File: config.mk
export PLATFORM = sky130hd
export DESIGN_NAME = deque_with_remove_by_value_flat
export DESIGN_NICKNAME = d
export VERILOG_FILES = /design/src/rtl/dq_pkg.sv /design/src/rtl/dq_req_if.sv /design/src/rtl/dq_rsp_if.sv /design/src/rtl/dq_store.sv /design/src/rtl/dq_slot_unit.sv /design/src/rtl/deque_with_remove_by_value.sv /design/src/flat_wrapper.sv
export SDC_FILE = /design/constraint.sdc
export NUM_CORES = 1
export LEC_CHECK = 0
export ABC_AREA = 1
export BUFFER_PORTS_ARGS = -buffer_cell sky130_fd_sc_hd__buf_4
export CELL_PAD_IN_SITES_DETAIL_PLACEMENT = 1
export CELL_PAD_IN_SITES_GLOBAL_PLACEMENT = 1
export CORE_MARGIN = 4
export CORE_UTILIZATION = 29
export DETAILED_ROUTE_END_ITERATION = 10
export PLACE_DENSITY_LB_ADDON = 0.1
export SKIP_LAST_GASP = 1
export SLEW_MARGIN = 20
export SYNTH_ARGS = -nofsm -noshare
export SYNTH_HDL_FRONTEND = slang
export SYNTH_HIERARCHICAL = 1
export SYNTH_SLANG_ARGS = --single-unit
File: constraint.sdc
create_clock -name clock -period 5.2 [get_ports clock]
set_input_delay 0.52 -clock clock [delete_from_list [all_inputs] [get_ports clock]]
set_output_delay 0.52 -clock clock [all_outputs]
set_load 0.005 [all_outputs]
File: src/rtl/dq_pkg.sv
// ----------------------------------------------------------------------------
// dq_pkg: shared types and constants for the deque block
// Request codes, status codes and fixed payload widths of the channels.
// ----------------------------------------------------------------------------
package dq_pkg;

   localparam int TYPE_W   = 3;
   localparam int VALUE_W  = 32;
   localparam int STATUS_W = 2;
   localparam int COUNT_W  = 5;

   // request codes; code 7 is unused and acts as a no-op
   typedef enum logic [TYPE_W-1:0] {
      OP_PUSH_FRONT = 3'd0,
      OP_PUSH_BACK  = 3'd1,
      OP_POP_FRONT  = 3'd2,
      OP_POP_BACK   = 3'd3,
      OP_REMOVE     = 3'd4,
      OP_PEEK_FRONT = 3'd5,
      OP_PEEK_BACK  = 3'd6
   } op_type;

   typedef enum logic [STATUS_W-1:0] {
      ST_OK        = 2'd0,
      ST_EMPTY     = 2'd1,
      ST_FULL      = 2'd2,
      ST_NOT_FOUND = 2'd3
   } status_type;

endpackage

File: src/rtl/dq_req_if.sv
// ----------------------------------------------------------------------------
// dq_req_if: request channel
// Valid/ready channel carrying one request beat (code and value).
// ----------------------------------------------------------------------------
interface dq_req_if;
   import dq_pkg::*;

   logic                       valid;
   logic                       ready;
   logic [TYPE_W-1:0]          req_type;
   logic signed [VALUE_W-1:0]  value;

   modport source (output valid, output req_type, output value, input ready);
   modport sink   (input valid, input req_type, input value, output ready);

endinterface

File: src/rtl/dq_rsp_if.sv
// ----------------------------------------------------------------------------
// dq_rsp_if: response channel
// Valid/ready channel carrying one result beat (data, status, count).
// ----------------------------------------------------------------------------
interface dq_rsp_if;
   import dq_pkg::*;

   logic                       valid;
   logic                       ready;
   logic signed [VALUE_W-1:0]  data;
   status_type                 status;
   logic [COUNT_W-1:0]         count;

   modport source (output valid, output data, output status, output count, input ready);
   modport sink   (input valid, input data, input status, input count, output ready);

endinterface

File: src/rtl/dq_store.sv
// ----------------------------------------------------------------------------
// dq_store: entry memory
// One write port and one read port, read data registered.
// ----------------------------------------------------------------------------
module dq_store #(
   parameter int DEPTH      = 16,
   parameter int DATA_WIDTH = 32
) (
   input  logic                          clock,
   input  logic                          wr_en,
   input  logic [$clog2(DEPTH)-1:0]      wr_addr,
   input  logic [DATA_WIDTH-1:0]         wr_data,
   input  logic [$clog2(DEPTH)-1:0]      rd_addr,
   output logic [DATA_WIDTH-1:0]         rd_data
);

   logic [DATA_WIDTH-1:0] mem [DEPTH];

   always_ff @(posedge clock) begin
      if (wr_en) begin
         mem[wr_addr] <= wr_data;
      end
      rd_data <= mem[rd_addr];
   end

endmodule

File: src/rtl/dq_slot_unit.sv
// ----------------------------------------------------------------------------
// dq_slot_unit: shared circular index adder
// Computes (base + offset) mod DEPTH with one add and one compare-subtract.
// ----------------------------------------------------------------------------
module dq_slot_unit #(
   parameter int DEPTH = 16
) (
   input  logic [$clog2(DEPTH)-1:0]    base,
   input  logic [$clog2(DEPTH+1)-1:0]  offset,
   output logic [$clog2(DEPTH)-1:0]    slot
);

   localparam int IDX_W = $clog2(DEPTH);
   localparam int CNT_W = $clog2(DEPTH+1);
   localparam int SUM_W = CNT_W + 1;

   logic [SUM_W-1:0] sum;
   logic [SUM_W-1:0] wrapped;

   // base < DEPTH and offset <= DEPTH, so one subtract is enough
   always_comb begin
      sum     = SUM_W'(base) + SUM_W'(offset);
      wrapped = (sum >= SUM_W'(DEPTH)) ? (sum - SUM_W'(DEPTH)) : sum;
      slot    = wrapped[IDX_W-1:0];
   end

endmodule

File: src/rtl/deque_with_remove_by_value.sv
// ----------------------------------------------------------------------------
// deque_with_remove_by_value: bounded double-ended queue with remove by value
// Circular entry memory, one shared index adder, and a small sequencer.
// ----------------------------------------------------------------------------
// Sequence: push, no-op and refused requests go from S_DECIDE to S_FINISH,
//   pop and peek pass through S_TAKE, and remove reads then compares each
//   entry scanned and reads then writes each entry moved, since the entry
//   memory has a single read port with a registered read.
// Throughput: one request at a time; a new beat is taken once the previous
//   result sits in the output register.
// Reset: synchronous, active high; empties the queue, front index to zero,
//   entry memory is left as is.
// ----------------------------------------------------------------------------
module deque_with_remove_by_value #(
   parameter int DEPTH      = 16,
   parameter int DATA_WIDTH = 32
) (
   input  logic        clock,
   input  logic        reset,
   dq_req_if.sink      req_if,
   dq_rsp_if.source    rsp_if
);
   import dq_pkg::*;

   localparam int IDX_W = $clog2(DEPTH);
   localparam int CNT_W = $clog2(DEPTH+1);

   typedef enum logic [2:0] {
      S_IDLE,      // waiting for a request beat
      S_DECIDE,    // push done here, reads issued for pop and peek
      S_TAKE,      // read data back for pop and peek
      S_SCAN_RD,   // remove: read entry under scan
      S_SCAN_CMP,  // remove: compare entry with value
      S_SHIFT_RD,  // remove: read the entry behind the gap
      S_SHIFT_WR,  // remove: move it one place toward the front
      S_FINISH     // load the output register
   } state_type;

   state_type              state_ff, state_in;
   logic [TYPE_W-1:0]      op_ff, op_in;
   logic [DATA_WIDTH-1:0]  word_ff, word_in;
   logic [IDX_W-1:0]       front_ff, front_in;
   logic [CNT_W-1:0]       count_ff, count_in;
   logic [CNT_W-1:0]       pos_ff, pos_in;      // scan index, then move index
   logic [IDX_W-1:0]       addr_ff, addr_in;    // scan slot, then gap slot
   logic [DATA_WIDTH-1:0]  res_word_ff, res_word_in;
   status_type             res_status_ff, res_status_in;
   logic                   rsp_valid_ff, rsp_valid_in;
   logic [VALUE_W-1:0]     rsp_data_ff, rsp_data_in;
   status_type             rsp_status_ff, rsp_status_in;
   logic [COUNT_W-1:0]     rsp_count_ff, rsp_count_in;

   // shared index adder
   logic [IDX_W-1:0]       unit_base;
   logic [CNT_W-1:0]       unit_off;
   logic [IDX_W-1:0]       unit_slot;

   // entry memory ports
   logic                   wr_en;
   logic [IDX_W-1:0]       wr_addr;
   logic [DATA_WIDTH-1:0]  wr_data;
   logic [IDX_W-1:0]       rd_addr;
   logic [DATA_WIDTH-1:0]  rd_data;

   // width helpers
   logic [CNT_W:0]               count_ext;
   logic [CNT_W:0]               pos_next;
   logic                         is_full;
   logic                         is_empty;
   logic [DATA_WIDTH+VALUE_W-1:0] in_ext;
   logic [DATA_WIDTH+VALUE_W-1:0] out_ext;
   logic [CNT_W+COUNT_W-1:0]     cnt_out_ext;

   dq_slot_unit #(.DEPTH(DEPTH)) u_slot (
      .base   (unit_base),
      .offset (unit_off),
      .slot   (unit_slot)
   );

   dq_store #(.DEPTH(DEPTH), .DATA_WIDTH(DATA_WIDTH)) u_store (
      .clock   (clock),
      .wr_en   (wr_en),
      .wr_addr (wr_addr),
      .wr_data (wr_data),
      .rd_addr (rd_addr),
      .rd_data (rd_data)
   );

   always_comb begin
      count_ext = {1'b0, count_ff};
      pos_next  = {1'b0, pos_ff} + 1'b1;
      is_full   = (count_ff == CNT_W'(DEPTH));
      is_empty  = (count_ff == '0);
      // incoming word: sign-extend from 32 bits, then cut to the stored width
      in_ext      = {{DATA_WIDTH{req_if.value[VALUE_W-1]}}, req_if.value};
      // outgoing word: stored bits, zero-filled or cut to 32 bits
      out_ext     = {{VALUE_W{1'b0}}, res_word_ff};
      cnt_out_ext = {{COUNT_W{1'b0}}, count_ff};
   end

   // sequencer
   always_comb begin
      state_in      = state_ff;
      op_in         = op_ff;
      word_in       = word_ff;
      front_in      = front_ff;
      count_in      = count_ff;
      pos_in        = pos_ff;
      addr_in       = addr_ff;
      res_word_in   = res_word_ff;
      res_status_in = res_status_ff;
      rsp_valid_in  = rsp_valid_ff;
      rsp_data_in   = rsp_data_ff;
      rsp_status_in = rsp_status_ff;
      rsp_count_in  = rsp_count_ff;

      unit_base = front_ff;
      unit_off  = CNT_W'(1);
      wr_en     = 1'b0;
      wr_addr   = addr_ff;
      wr_data   = rd_data;
      rd_addr   = addr_ff;

      // result beat taken downstream
      if (rsp_valid_ff && rsp_if.ready) begin
         rsp_valid_in = 1'b0;
      end

      case (state_ff)
         S_IDLE: begin
            if (req_if.valid) begin
               op_in    = req_if.req_type;
               word_in  = in_ext[DATA_WIDTH-1:0];
               state_in = S_DECIDE;
            end
         end

         S_DECIDE: begin
            res_status_in = ST_OK;
            res_word_in   = '0;
            state_in      = S_FINISH;
            case (op_ff)
               OP_PUSH_FRONT: begin
                  if (is_full) begin
                     res_status_in = ST_FULL;
                  end else begin
                     unit_off = CNT_W'(DEPTH - 1);   // front - 1, wrapped
                     wr_en    = 1'b1;
                     wr_addr  = unit_slot;
                     wr_data  = word_ff;
                     front_in = unit_slot;
                     count_in = count_ff + 1'b1;
                  end
               end
               OP_PUSH_BACK: begin
                  if (is_full) begin
                     res_status_in = ST_FULL;
                  end else begin
                     unit_off = count_ff;
                     wr_en    = 1'b1;
                     wr_addr  = unit_slot;
                     wr_data  = word_ff;
                     count_in = count_ff + 1'b1;
                  end
               end
               OP_POP_FRONT, OP_PEEK_FRONT: begin
                  if (is_empty) begin
                     res_status_in = ST_EMPTY;
                  end else begin
                     rd_addr  = front_ff;
                     state_in = S_TAKE;
                  end
               end
               OP_POP_BACK, OP_PEEK_BACK: begin
                  if (is_empty) begin
                     res_status_in = ST_EMPTY;
                  end else begin
                     unit_off = count_ff - 1'b1;
                     rd_addr  = unit_slot;
                     state_in = S_TAKE;
                  end
               end
               OP_REMOVE: begin
                  if (is_empty) begin
                     res_status_in = ST_EMPTY;
                  end else begin
                     addr_in  = front_ff;
                     pos_in   = '0;
                     state_in = S_SCAN_RD;
                  end
               end
               default: begin
                  // unused code: no-op, ok status
               end
            endcase
         end

         S_TAKE: begin
            res_word_in = rd_data;
            if (op_ff == OP_POP_FRONT) begin
               front_in = unit_slot;           // front + 1, wrapped
               count_in = count_ff - 1'b1;
            end else if (op_ff == OP_POP_BACK) begin
               count_in = count_ff - 1'b1;
            end
            state_in = S_FINISH;
         end

         S_SCAN_RD: begin
            rd_addr  = addr_ff;
            state_in = S_SCAN_CMP;
         end

         S_SCAN_CMP: begin
            unit_base = addr_ff;
            if (rd_data == word_ff) begin
               res_word_in = rd_data;
               if (pos_next < count_ext) begin
                  state_in = S_SHIFT_RD;       // gap sits at addr_ff
               end else begin
                  count_in = count_ff - 1'b1;  // match was the back entry
                  state_in = S_FINISH;
               end
            end else if (pos_next < count_ext) begin
               pos_in   = pos_next[CNT_W-1:0];
               addr_in  = unit_slot;
               state_in = S_SCAN_RD;
            end else begin
               res_status_in = ST_NOT_FOUND;
               state_in      = S_FINISH;
            end
         end

         S_SHIFT_RD: begin
            unit_base = addr_ff;
            rd_addr   = unit_slot;
            state_in  = S_SHIFT_WR;
         end

         S_SHIFT_WR: begin
            unit_base = addr_ff;
            wr_en     = 1'b1;
            wr_addr   = addr_ff;
            wr_data   = rd_data;
            addr_in   = unit_slot;
            pos_in    = pos_next[CNT_W-1:0];
            if ((pos_next + 1'b1) < count_ext) begin
               state_in = S_SHIFT_RD;
            end else begin
               count_in = count_ff - 1'b1;
               state_in = S_FINISH;
            end
         end

         S_FINISH: begin
            if (!rsp_valid_ff || rsp_if.ready) begin
               rsp_valid_in  = 1'b1;
               rsp_data_in   = out_ext[VALUE_W-1:0];
               rsp_status_in = res_status_ff;
               rsp_count_in  = cnt_out_ext[COUNT_W-1:0];
               state_in      = S_IDLE;
            end
         end

         default: begin
            state_in = S_IDLE;
         end
      endcase
   end

   always_ff @(posedge clock) begin
      if (reset) begin
         state_ff     <= S_IDLE;
         front_ff     <= '0;
         count_ff     <= '0;
         rsp_valid_ff <= 1'b0;
      end else begin
         state_ff      <= state_in;
         op_ff         <= op_in;
         word_ff       <= word_in;
         front_ff      <= front_in;
         count_ff      <= count_in;
         pos_ff        <= pos_in;
         addr_ff       <= addr_in;
         res_word_ff   <= res_word_in;
         res_status_ff <= res_status_in;
         rsp_valid_ff  <= rsp_valid_in;
         rsp_data_ff   <= rsp_data_in;
         rsp_status_ff <= rsp_status_in;
         rsp_count_ff  <= rsp_count_in;
      end
   end

   assign req_if.ready  = (state_ff == S_IDLE);
   assign rsp_if.valid  = rsp_valid_ff;
   assign rsp_if.data   = rsp_data_ff;
   assign rsp_if.status = rsp_status_ff;
   assign rsp_if.count  = rsp_count_ff;

   // fill count never passes the capacity
   a_count_bound: assert property (@(posedge clock) disable iff (reset)
      count_ext <= (CNT_W+1)'(DEPTH))
      else $error("fill count above capacity");

   // a request moves the fill count by at most one
   a_count_step: assert property (@(posedge clock) disable iff (reset)
      (count_ff != $past(count_ff)) |->
         ((count_ext == ({1'b0, $past(count_ff)} + 1'b1)) ||
          ((count_ext + 1'b1) == {1'b0, $past(count_ff)})))
      else $error("fill count jumped");

   // failed requests return zero data
   a_fail_zero: assert property (@(posedge clock) disable iff (reset)
      (rsp_if.valid && (rsp_if.status != ST_OK)) |-> (rsp_if.data == '0))
      else $error("nonzero data on failed request");

   // memory is only written while a request is in work
   a_write_busy: assert property (@(posedge clock) disable iff (reset)
      wr_en |-> !req_if.ready)
      else $error("memory write while idle");

endmodule

File: src/flat_wrapper.sv
// flat-port wrapper written by rule: the top's interface ports become plain ports
module deque_with_remove_by_value_flat import dq_pkg::*;
#(
   parameter int DEPTH      = 16,
   parameter int DATA_WIDTH = 32
)
  (clock, reset, req_if_valid, req_if_req_type, req_if_value, req_if_ready, rsp_if_valid, rsp_if_data, rsp_if_status, rsp_if_count, rsp_if_ready);
  dq_req_if req_if_i ();
  dq_rsp_if rsp_if_i ();
  input  logic clock;
  input  logic reset;
  input wire logic [$bits(req_if_i.valid)-1:0] req_if_valid;
  input wire logic [$bits(req_if_i.req_type)-1:0] req_if_req_type;
  input wire logic [$bits(req_if_i.value)-1:0] req_if_value;
  output wire logic [$bits(req_if_i.ready)-1:0] req_if_ready;
  output wire logic [$bits(rsp_if_i.valid)-1:0] rsp_if_valid;
  output wire logic [$bits(rsp_if_i.data)-1:0] rsp_if_data;
  output wire logic [$bits(rsp_if_i.status)-1:0] rsp_if_status;
  output wire logic [$bits(rsp_if_i.count)-1:0] rsp_if_count;
  input wire logic [$bits(rsp_if_i.ready)-1:0] rsp_if_ready;
  assign req_if_i.valid = req_if_valid;
  assign req_if_i.req_type = req_if_req_type;
  assign req_if_i.value = req_if_value;
  assign req_if_ready = req_if_i.ready;
  assign rsp_if_valid = rsp_if_i.valid;
  assign rsp_if_data = rsp_if_i.data;
  assign rsp_if_status = rsp_if_i.status;
  assign rsp_if_count = rsp_if_i.count;
  assign rsp_if_i.ready = rsp_if_ready;
  deque_with_remove_by_value #(.DEPTH(DEPTH), .DATA_WIDTH(DATA_WIDTH)) u_core (.clock(clock), .reset(reset), .req_if(req_if_i), .rsp_if(rsp_if_i));
endmodule
==> flow_metrics.env, run 1 <==
export IMPL_status="completed"
export IMPL_clkLatencyLatePin_ps=620
export IMPL_power_total_mw=20.26
export IMPL_path_class="reg2reg"
export IMPL_swShare_pct=38.03
export IMPL_rrSetupSlack_ps=710
export IMPL_period_share_pct=86.37
export IMPL_die_w_um=325.7
export IMPL_clock_sinks=674
export IMPL_grt_use_total_pct=17.05
export IMPL_grt_first_pass_wirelength_mm=136.2
export IMPL_powerDensity_nw_per_um2=584.8
export IMPL_fillers=11110
export IMPL_final_common_cell="nand2_1"
export IMPL_final_cell_mix="nand2_1, edfxtp_1, inv_1, nand3_1, buf_4"
export IMPL_gp_congestion=0.7851
export IMPL_clock_skew_ps=32.81
export IMPL_r2r_start="u_core/count_ff[0]"
export IMPL_path_buf_inv=6
export IMPL_synth_cells=2839
export IMPL_hold_buffers=0
export IMPL_path_clk_slew_ps=60
export IMPL_grt_setup_unrepaired="false"
export IMPL_cts_root_buf="clkbuf_16"
export IMPL_ios=80
export IMPL_cp_max_fo=29
export IMPL_hold_start="req_if_value[27]"
export IMPL_worstMarginPinSlew_ps=911.7
export IMPL_first_global_vias=20970
export IMPL_ant_nets=0
export IMPL_hold_class="in2reg"
export IMPL_slew_headroom_pct=38.76
export IMPL_fin_nets=3020
export IMPL_slowest_stage="fa_1"
export IMPL_worstPathArrival_ps=5040
export IMPL_die_area_um2=106100
export IMPL_netlist_area_um2=29270
export IMPL_avgSynthCellArea_um2=10.31
export IMPL_critPathCapture="u_core/u_store/rd_data[1]"
export IMPL_slew_viol_final=0
export IMPL_hpwl_mm=51.73
export IMPL_drtPass1Iterations=5
export IMPL_setup_viol=0
export IMPL_ctsResizeCount=0
export IMPL_via_count=19900
export IMPL_initial_core_util_pct=29.23
export IMPL_worstPathRequired_ps=5750
export IMPL_cts_tree="done"
export IMPL_vias_per_cell=4.599
export IMPL_die_y_um=325.7
export IMPL_finalCriticalPeriod_ps=4491
export IMPL_endpoint_kind="flop"
export IMPL_hold_violations=0
export IMPL_pwr_share_comb_pct=35.2
export IMPL_seq_area_um2=19790
export IMPL_irDropWorstVdd_mv=0.6076
export IMPL_routedWlPerCell_um=20.96
export IMPL_cts_path_max_buffers=3
export IMPL_clkPwrFrac_pct=27.8
export IMPL_drc=0
export IMPL_cpMostUsedCell="inv_1"
export IMPL_grt_max_degree=146
export IMPL_post_cts_buffers=0
export IMPL_r2r_end="u_core/u_store/rd_data[1]"
export IMPL_path_delay_family="buffers and inverters"
export IMPL_syn_nets=2896
export IMPL_cp_num_cells=22
export IMPL_seqPwrFrac_pct=37.0
export IMPL_multi_input_area_um2=7020
export IMPL_ys_warn_count=6
export IMPL_startpoint_type="flop"
export IMPL_p_leak_nw=14.34
export IMPL_drtIter0Drc=1196
export IMPL_areaGrowthSynthToFinish_pct=18.38
export IMPL_cpPeakStageDelay_ps=540
export IMPL_fmax_ghz=0.2226
export IMPL_htreeDepth=3
export IMPL_antenna_found_initial=3
export IMPL_crit_start="u_core/count_ff[0]"
export IMPL_maxCapViolations=0
export IMPL_core_area_um2=100100
export IMPL_overflow=0
export IMPL_p_sw_mw=7.707
export IMPL_wirelength_mm=90.68
export IMPL_worstPathCellList="inv_1, ha_1, nand2_1, nor2_1, inv_1, nand2_1, o21ai_0, a31oi_1, nor2_1, inv_1, fa_1, inv_1, o211ai_1, o21ai_0, o21ai_0, o221ai_4, inv_4, buf_12, nand3_1, nand3_1, nand3_1, nand2_1"
export IMPL_numPortBuffers=79
export IMPL_num_rows=116
export IMPL_tns_ps=0
export IMPL_rr_worst_depth=22
export IMPL_cts_buffers=81
export IMPL_intPower_mw=12.56
export IMPL_drive_above_1_share_pct=10.47
==> per-layer routing <==
metal / vias to the layer above / GRT usage (%) / share of wire, %
li1: 9447 / - / -
met1: 10010 / 23.19 / 47
met2: 329 / 28.51 / 47
met3: 120 / 2.550 / 3.6
met4: 0 / 4.534 / 2.3
met5: - / 0 / 0
==> cell type report <==
cell class | count | area share, %
clock inverter | 35 | 1.054
antenna | 1 | 0.007222
multi-input combinational | 1535 | 20.26
clock buffer | 113 | 6.554
tap | 1298 | 4.687
inverter | 508 | 5.525
timing repair buffer | 163 | 4.796
sequential | 674 | 57.11
==> stage by stage <==
step                      setup WS, ps  area [um2]  hold slack, ps  std cells  utilization, %
after global placement           746.3       32010           401.9       4178           31.96
after CTS                        642.2       34650           19.36       4326           34.60
after global routing             173.0       34650           27.02       4326           34.60
final                            708.6       34650           71.80       4327           34.60
after floorplan                  854.9       29270           400.3       2839               -
after detailed placement         670.4       32010           405.2       4178           31.96
==> worst min-delay path by stage <==
| stage | slack [ps] | depth (start not counted) | end |
|---|---|---|---|
| 3_5_place_dp | 410 | 0 | u_core/rsp_if.data[17] |
| 4_1_cts | 20 | 1 | u_core/word_ff[28] |
| 6_report | 70 | 1 | u_core/word_ff[27] |
| 3_3_place_gp | 400 | 0 | u_core/rsp_if.data[18] |
| 2_1_floorplan | 400 | 0 | u_core/rsp_if.data[0] |
| 5_1_grt | 30 | 1 | u_core/word_ff[28] |
==> state kept, by name (all words and copies together) (netlist names), 4 cells and up <==
register	cells
u_core/u_store/rd_data	32
u_core/front_ff	4
u_core/res_word_ff	32
u_core/word_ff	32
u_core/rsp_if.data	32
u_core/pos_ff	5
u_core/addr_ff	4
u_core/count_ff	5
u_core/rsp_if.count	5
u_core/u_store/mem	512
==> power by group through the flow <==
stage	Clock [mW]	Combinational [mW]	Sequential [mW]
2_1_floorplan	0	4.58	7.46
4_1_cts	5.83	7.31	7.50
5_1_grt	6.06	8.02	7.54
6_report	5.64	7.13	7.49
3_3_place_gp	0	7.14	7.61
3_5_place_dp	0	7.26	7.61
Note: power is estimated with default switching activity, not from simulation.
==> run 2, diff against run 1 <==
--- a/config.mk
+++ b/config.mk
@@ -5,14 +5,15 @@
 export SDC_FILE = /design/constraint.sdc
 export NUM_CORES = 1
 export LEC_CHECK = 0
-export ABC_AREA = 1
 export BUFFER_PORTS_ARGS = -buffer_cell sky130_fd_sc_hd__buf_4
 export CELL_PAD_IN_SITES_DETAIL_PLACEMENT = 1
 export CELL_PAD_IN_SITES_GLOBAL_PLACEMENT = 1
 export CORE_MARGIN = 4
 export CORE_UTILIZATION = 29
 export DETAILED_ROUTE_END_ITERATION = 10
+export MAX_ROUTING_LAYER = met4
 export PLACE_DENSITY_LB_ADDON = 0.1
+export SETUP_SLACK_MARGIN = 0.5
 export SKIP_LAST_GASP = 1
 export SLEW_MARGIN = 20
 export SYNTH_ARGS = -nofsm -noshare
==> run 2 against run 1 <==
  * Power shrank 9.4%
  * Clock skew is 4.8 ps higher
  * Worst hold slack got worse by 1.3 ps
  * Fmax rose by 4.6%
  * Combinational power decreased by 24%
  * Die area shrank 10%
  * Critical path type unchanged
  * Design area fell by 8.8%
  * Worst setup slack gained 200 ps
  * Routed wire length decreased by 16%
  * Cell count shrank 37%
  * Synthesized cell count fell by 53%
  * Sequential power fell by 0.5%
==> flow_metrics.env, run 2 <==
export IMPL_finalCriticalPeriod_ps=4294
export IMPL_cpMostUsedCell="inv_1"
export IMPL_ant_nets=0
export IMPL_ios=80
export IMPL_irDropWorstVdd_mv=0.3048
export IMPL_vias_per_cell=4.874
export IMPL_die_w_um=309.0
export IMPL_final_cell_mix="edfxtp_1, mux4_2, buf_4, clkbuf_16, a22oi_1"
export IMPL_netlist_area_um2=26270
export IMPL_path_clk_slew_ps=60
export IMPL_final_cells=2733
export IMPL_cts_buffers=78
export IMPL_period_share_pct=82.57
export IMPL_fillers=8798
export IMPL_top_register="u_core/u_store/mem"
export IMPL_clkPwrFrac_pct=29.8
export IMPL_first_global_vias=14600
export IMPL_post_cts_buffers=0
export IMPL_status="completed"
export IMPL_endpoint_kind="flop"
export IMPL_worstPathRequired_ps=5700
export IMPL_maxCapViolations=0
export IMPL_intPower_mw=12.60
export IMPL_grt_setup_unrepaired="false"
export IMPL_startpoint_type="flop"
export IMPL_hold_violations=0
export IMPL_die_y_um=309.0
export IMPL_worstPathCellList="inv_1, ha_1, nor3b_2, a21oi_1, nand3_1, a21o_1, ha_1, inv_1, fa_1, inv_1, o21ai_0, a22o_1, a211oi_4, buf_12, buf_12, mux4_2, a22oi_1, nand2_1"
export IMPL_cts_tree="done"
export IMPL_placedInstanceArea_um2=28970
export IMPL_initial_core_util_pct=29.23
export IMPL_areaGrowthSynthToFinish_pct=20.25
export IMPL_seqPwrFrac_pct=40.6
export IMPL_hold_class="in2reg"
export IMPL_clkLatencyLatePin_ps=630
export IMPL_core_area_um2=89870
export IMPL_cts_path_max_buffers=3
export IMPL_largest_reg_flops=512
export IMPL_synth_cells=1346
export IMPL_hold_slack_ps=70.55
export IMPL_hpwl_mm=41.69
export IMPL_overflow=0
export IMPL_dp_cells=2587
export IMPL_gp_congestion=0.7315
export IMPL_grt_first_pass_wirelength_mm=108.4
export IMPL_p_leak_nw=10.24
export IMPL_syn_nets=1403
export IMPL_cp_max_fo=31
export IMPL_cpPeakStageDelay_ps=430
export IMPL_drtIter0Drc=946
export IMPL_grt_use_total_pct=16.48
export IMPL_path_buf_inv=5
export IMPL_slew_headroom_pct=33.48
export IMPL_p_sw_mw=5.752
export IMPL_worstMarginPinSlew_ps=989.6
export IMPL_grt_max_degree=49
export IMPL_path_class="reg2reg"
export IMPL_slew_viol_final=0
export IMPL_powerDensity_nw_per_um2=580.9
export IMPL_pwr_share_comb_pct=29.5
export IMPL_routedWlPerCell_um=27.89
export IMPL_final_common_cell="edfxtp_1"
export IMPL_die_area_um2=95460
export IMPL_fmax_ghz=0.2329
export IMPL_clock_skew_ps=37.63
export IMPL_drtPass1Iterations=5
export IMPL_worstPathArrival_ps=4790
export IMPL_num_rows=110
export IMPL_tns_ps=0
export IMPL_slowest_stage="dfxtp_2"
export IMPL_path_delay_family="compound AO/OA/AOI/OAI gates"
export IMPL_cts_root_buf="clkbuf_16"
export IMPL_swShare_pct=31.34
export IMPL_antenna_found_initial=2
export IMPL_setup_viol=0
export IMPL_ys_warn_count=6
export IMPL_drc=0
export IMPL_avgSynthCellArea_um2=19.52
export IMPL_via_count=13320
export IMPL_htreeDepth=3
export IMPL_wirelength_mm=76.22
export IMPL_fin_nets=1549
export IMPL_numPortBuffers=79
export IMPL_clock_sinks=674
export IMPL_stdcell_area_um2=31590
export IMPL_drive_above_1_share_pct=29.43
## run 2: cell count changes in the layout (fill, tap and decap cells not counted), sizes merged, moves of 42 or more
cell / before / now
a22oi: 0 / 65
inv: 510 / 20
mux2: 0 / 42
mux4: 0 / 128
nand2: 858 / 62
nand3: 405 / 11
nor2: 111 / 45
o21ai: 71 / 16
## run 2: power by group through the flow
stage	logic [mW]	registers, mW	clock network, mW
CTS	5.53	7.46	5.66
global placement	5.43	7.57	0
detailed placement	5.51	7.57	0
finish	5.42	7.45	5.48
global route	5.93	7.50	5.89
floorplan	3.53	7.38	0
## run 2: layout make-up
class / instances / area, um2 / area share (%)
sequential: 674 / 19790 / 62.65
multi-input combinational: 584 / 6296 / 19.93
clock buffer: 114 / 2241 / 7.094
tap: 1176 / 1471 / 4.658
timing repair buffer: 135 / 1384 / 4.381
clock inverter: 30 / 331.6 / 1.050
inverter: 19 / 71.32 / 0.2258
antenna: 1 / 2.502 / 0.007922
## run 2: per-stage QoR
step	worst slack, ps	power (mW)	utilization [%]
2_1_floorplan	394.7	10.91	-
6_report	906.4	18.35	35.15
4_1_cts	674.1	18.65	35.09
3_5_place_dp	740.5	13.08	32.23
5_1_grt	522.1	19.32	35.14
3_3_place_gp	799.1	13.00	32.23
## run 2: path summary, 6_finish.rpt
check / startpoint / endpoint / slack (ps) / depth (start not counted)
hold reg to reg: u_core/res_word_ff[7] / u_core/rsp_if.data[7] / 410 / 0
setup / recovery: u_core/count_ff[0] / u_core/u_store/rd_data[11] / 910 / 18
setup reg to reg: u_core/count_ff[0] / u_core/u_store/rd_data[11] / 910 / 18
hold / removal: req_if_req_type[2] / u_core/op_ff[2] / 70 / 1
## run 2: what timing repair did
| item | 4_1_cts | 5_1_grt |
|---|---|---|
| gates resized for setup | 0 | 5 |
| hold buffers | 0 | 0 |
| setup endpoints to repair | 0 | 100 |
## run 2: routing by layer
layer  up-vias  share of wire [%]  track usage, %
li1       5754                  -               -
met4         0                2.1           4.144
met3       103                2.9           2.143
met1      7222                 46           22.25
met5         -                  0               -
met2       242                 49           26.61
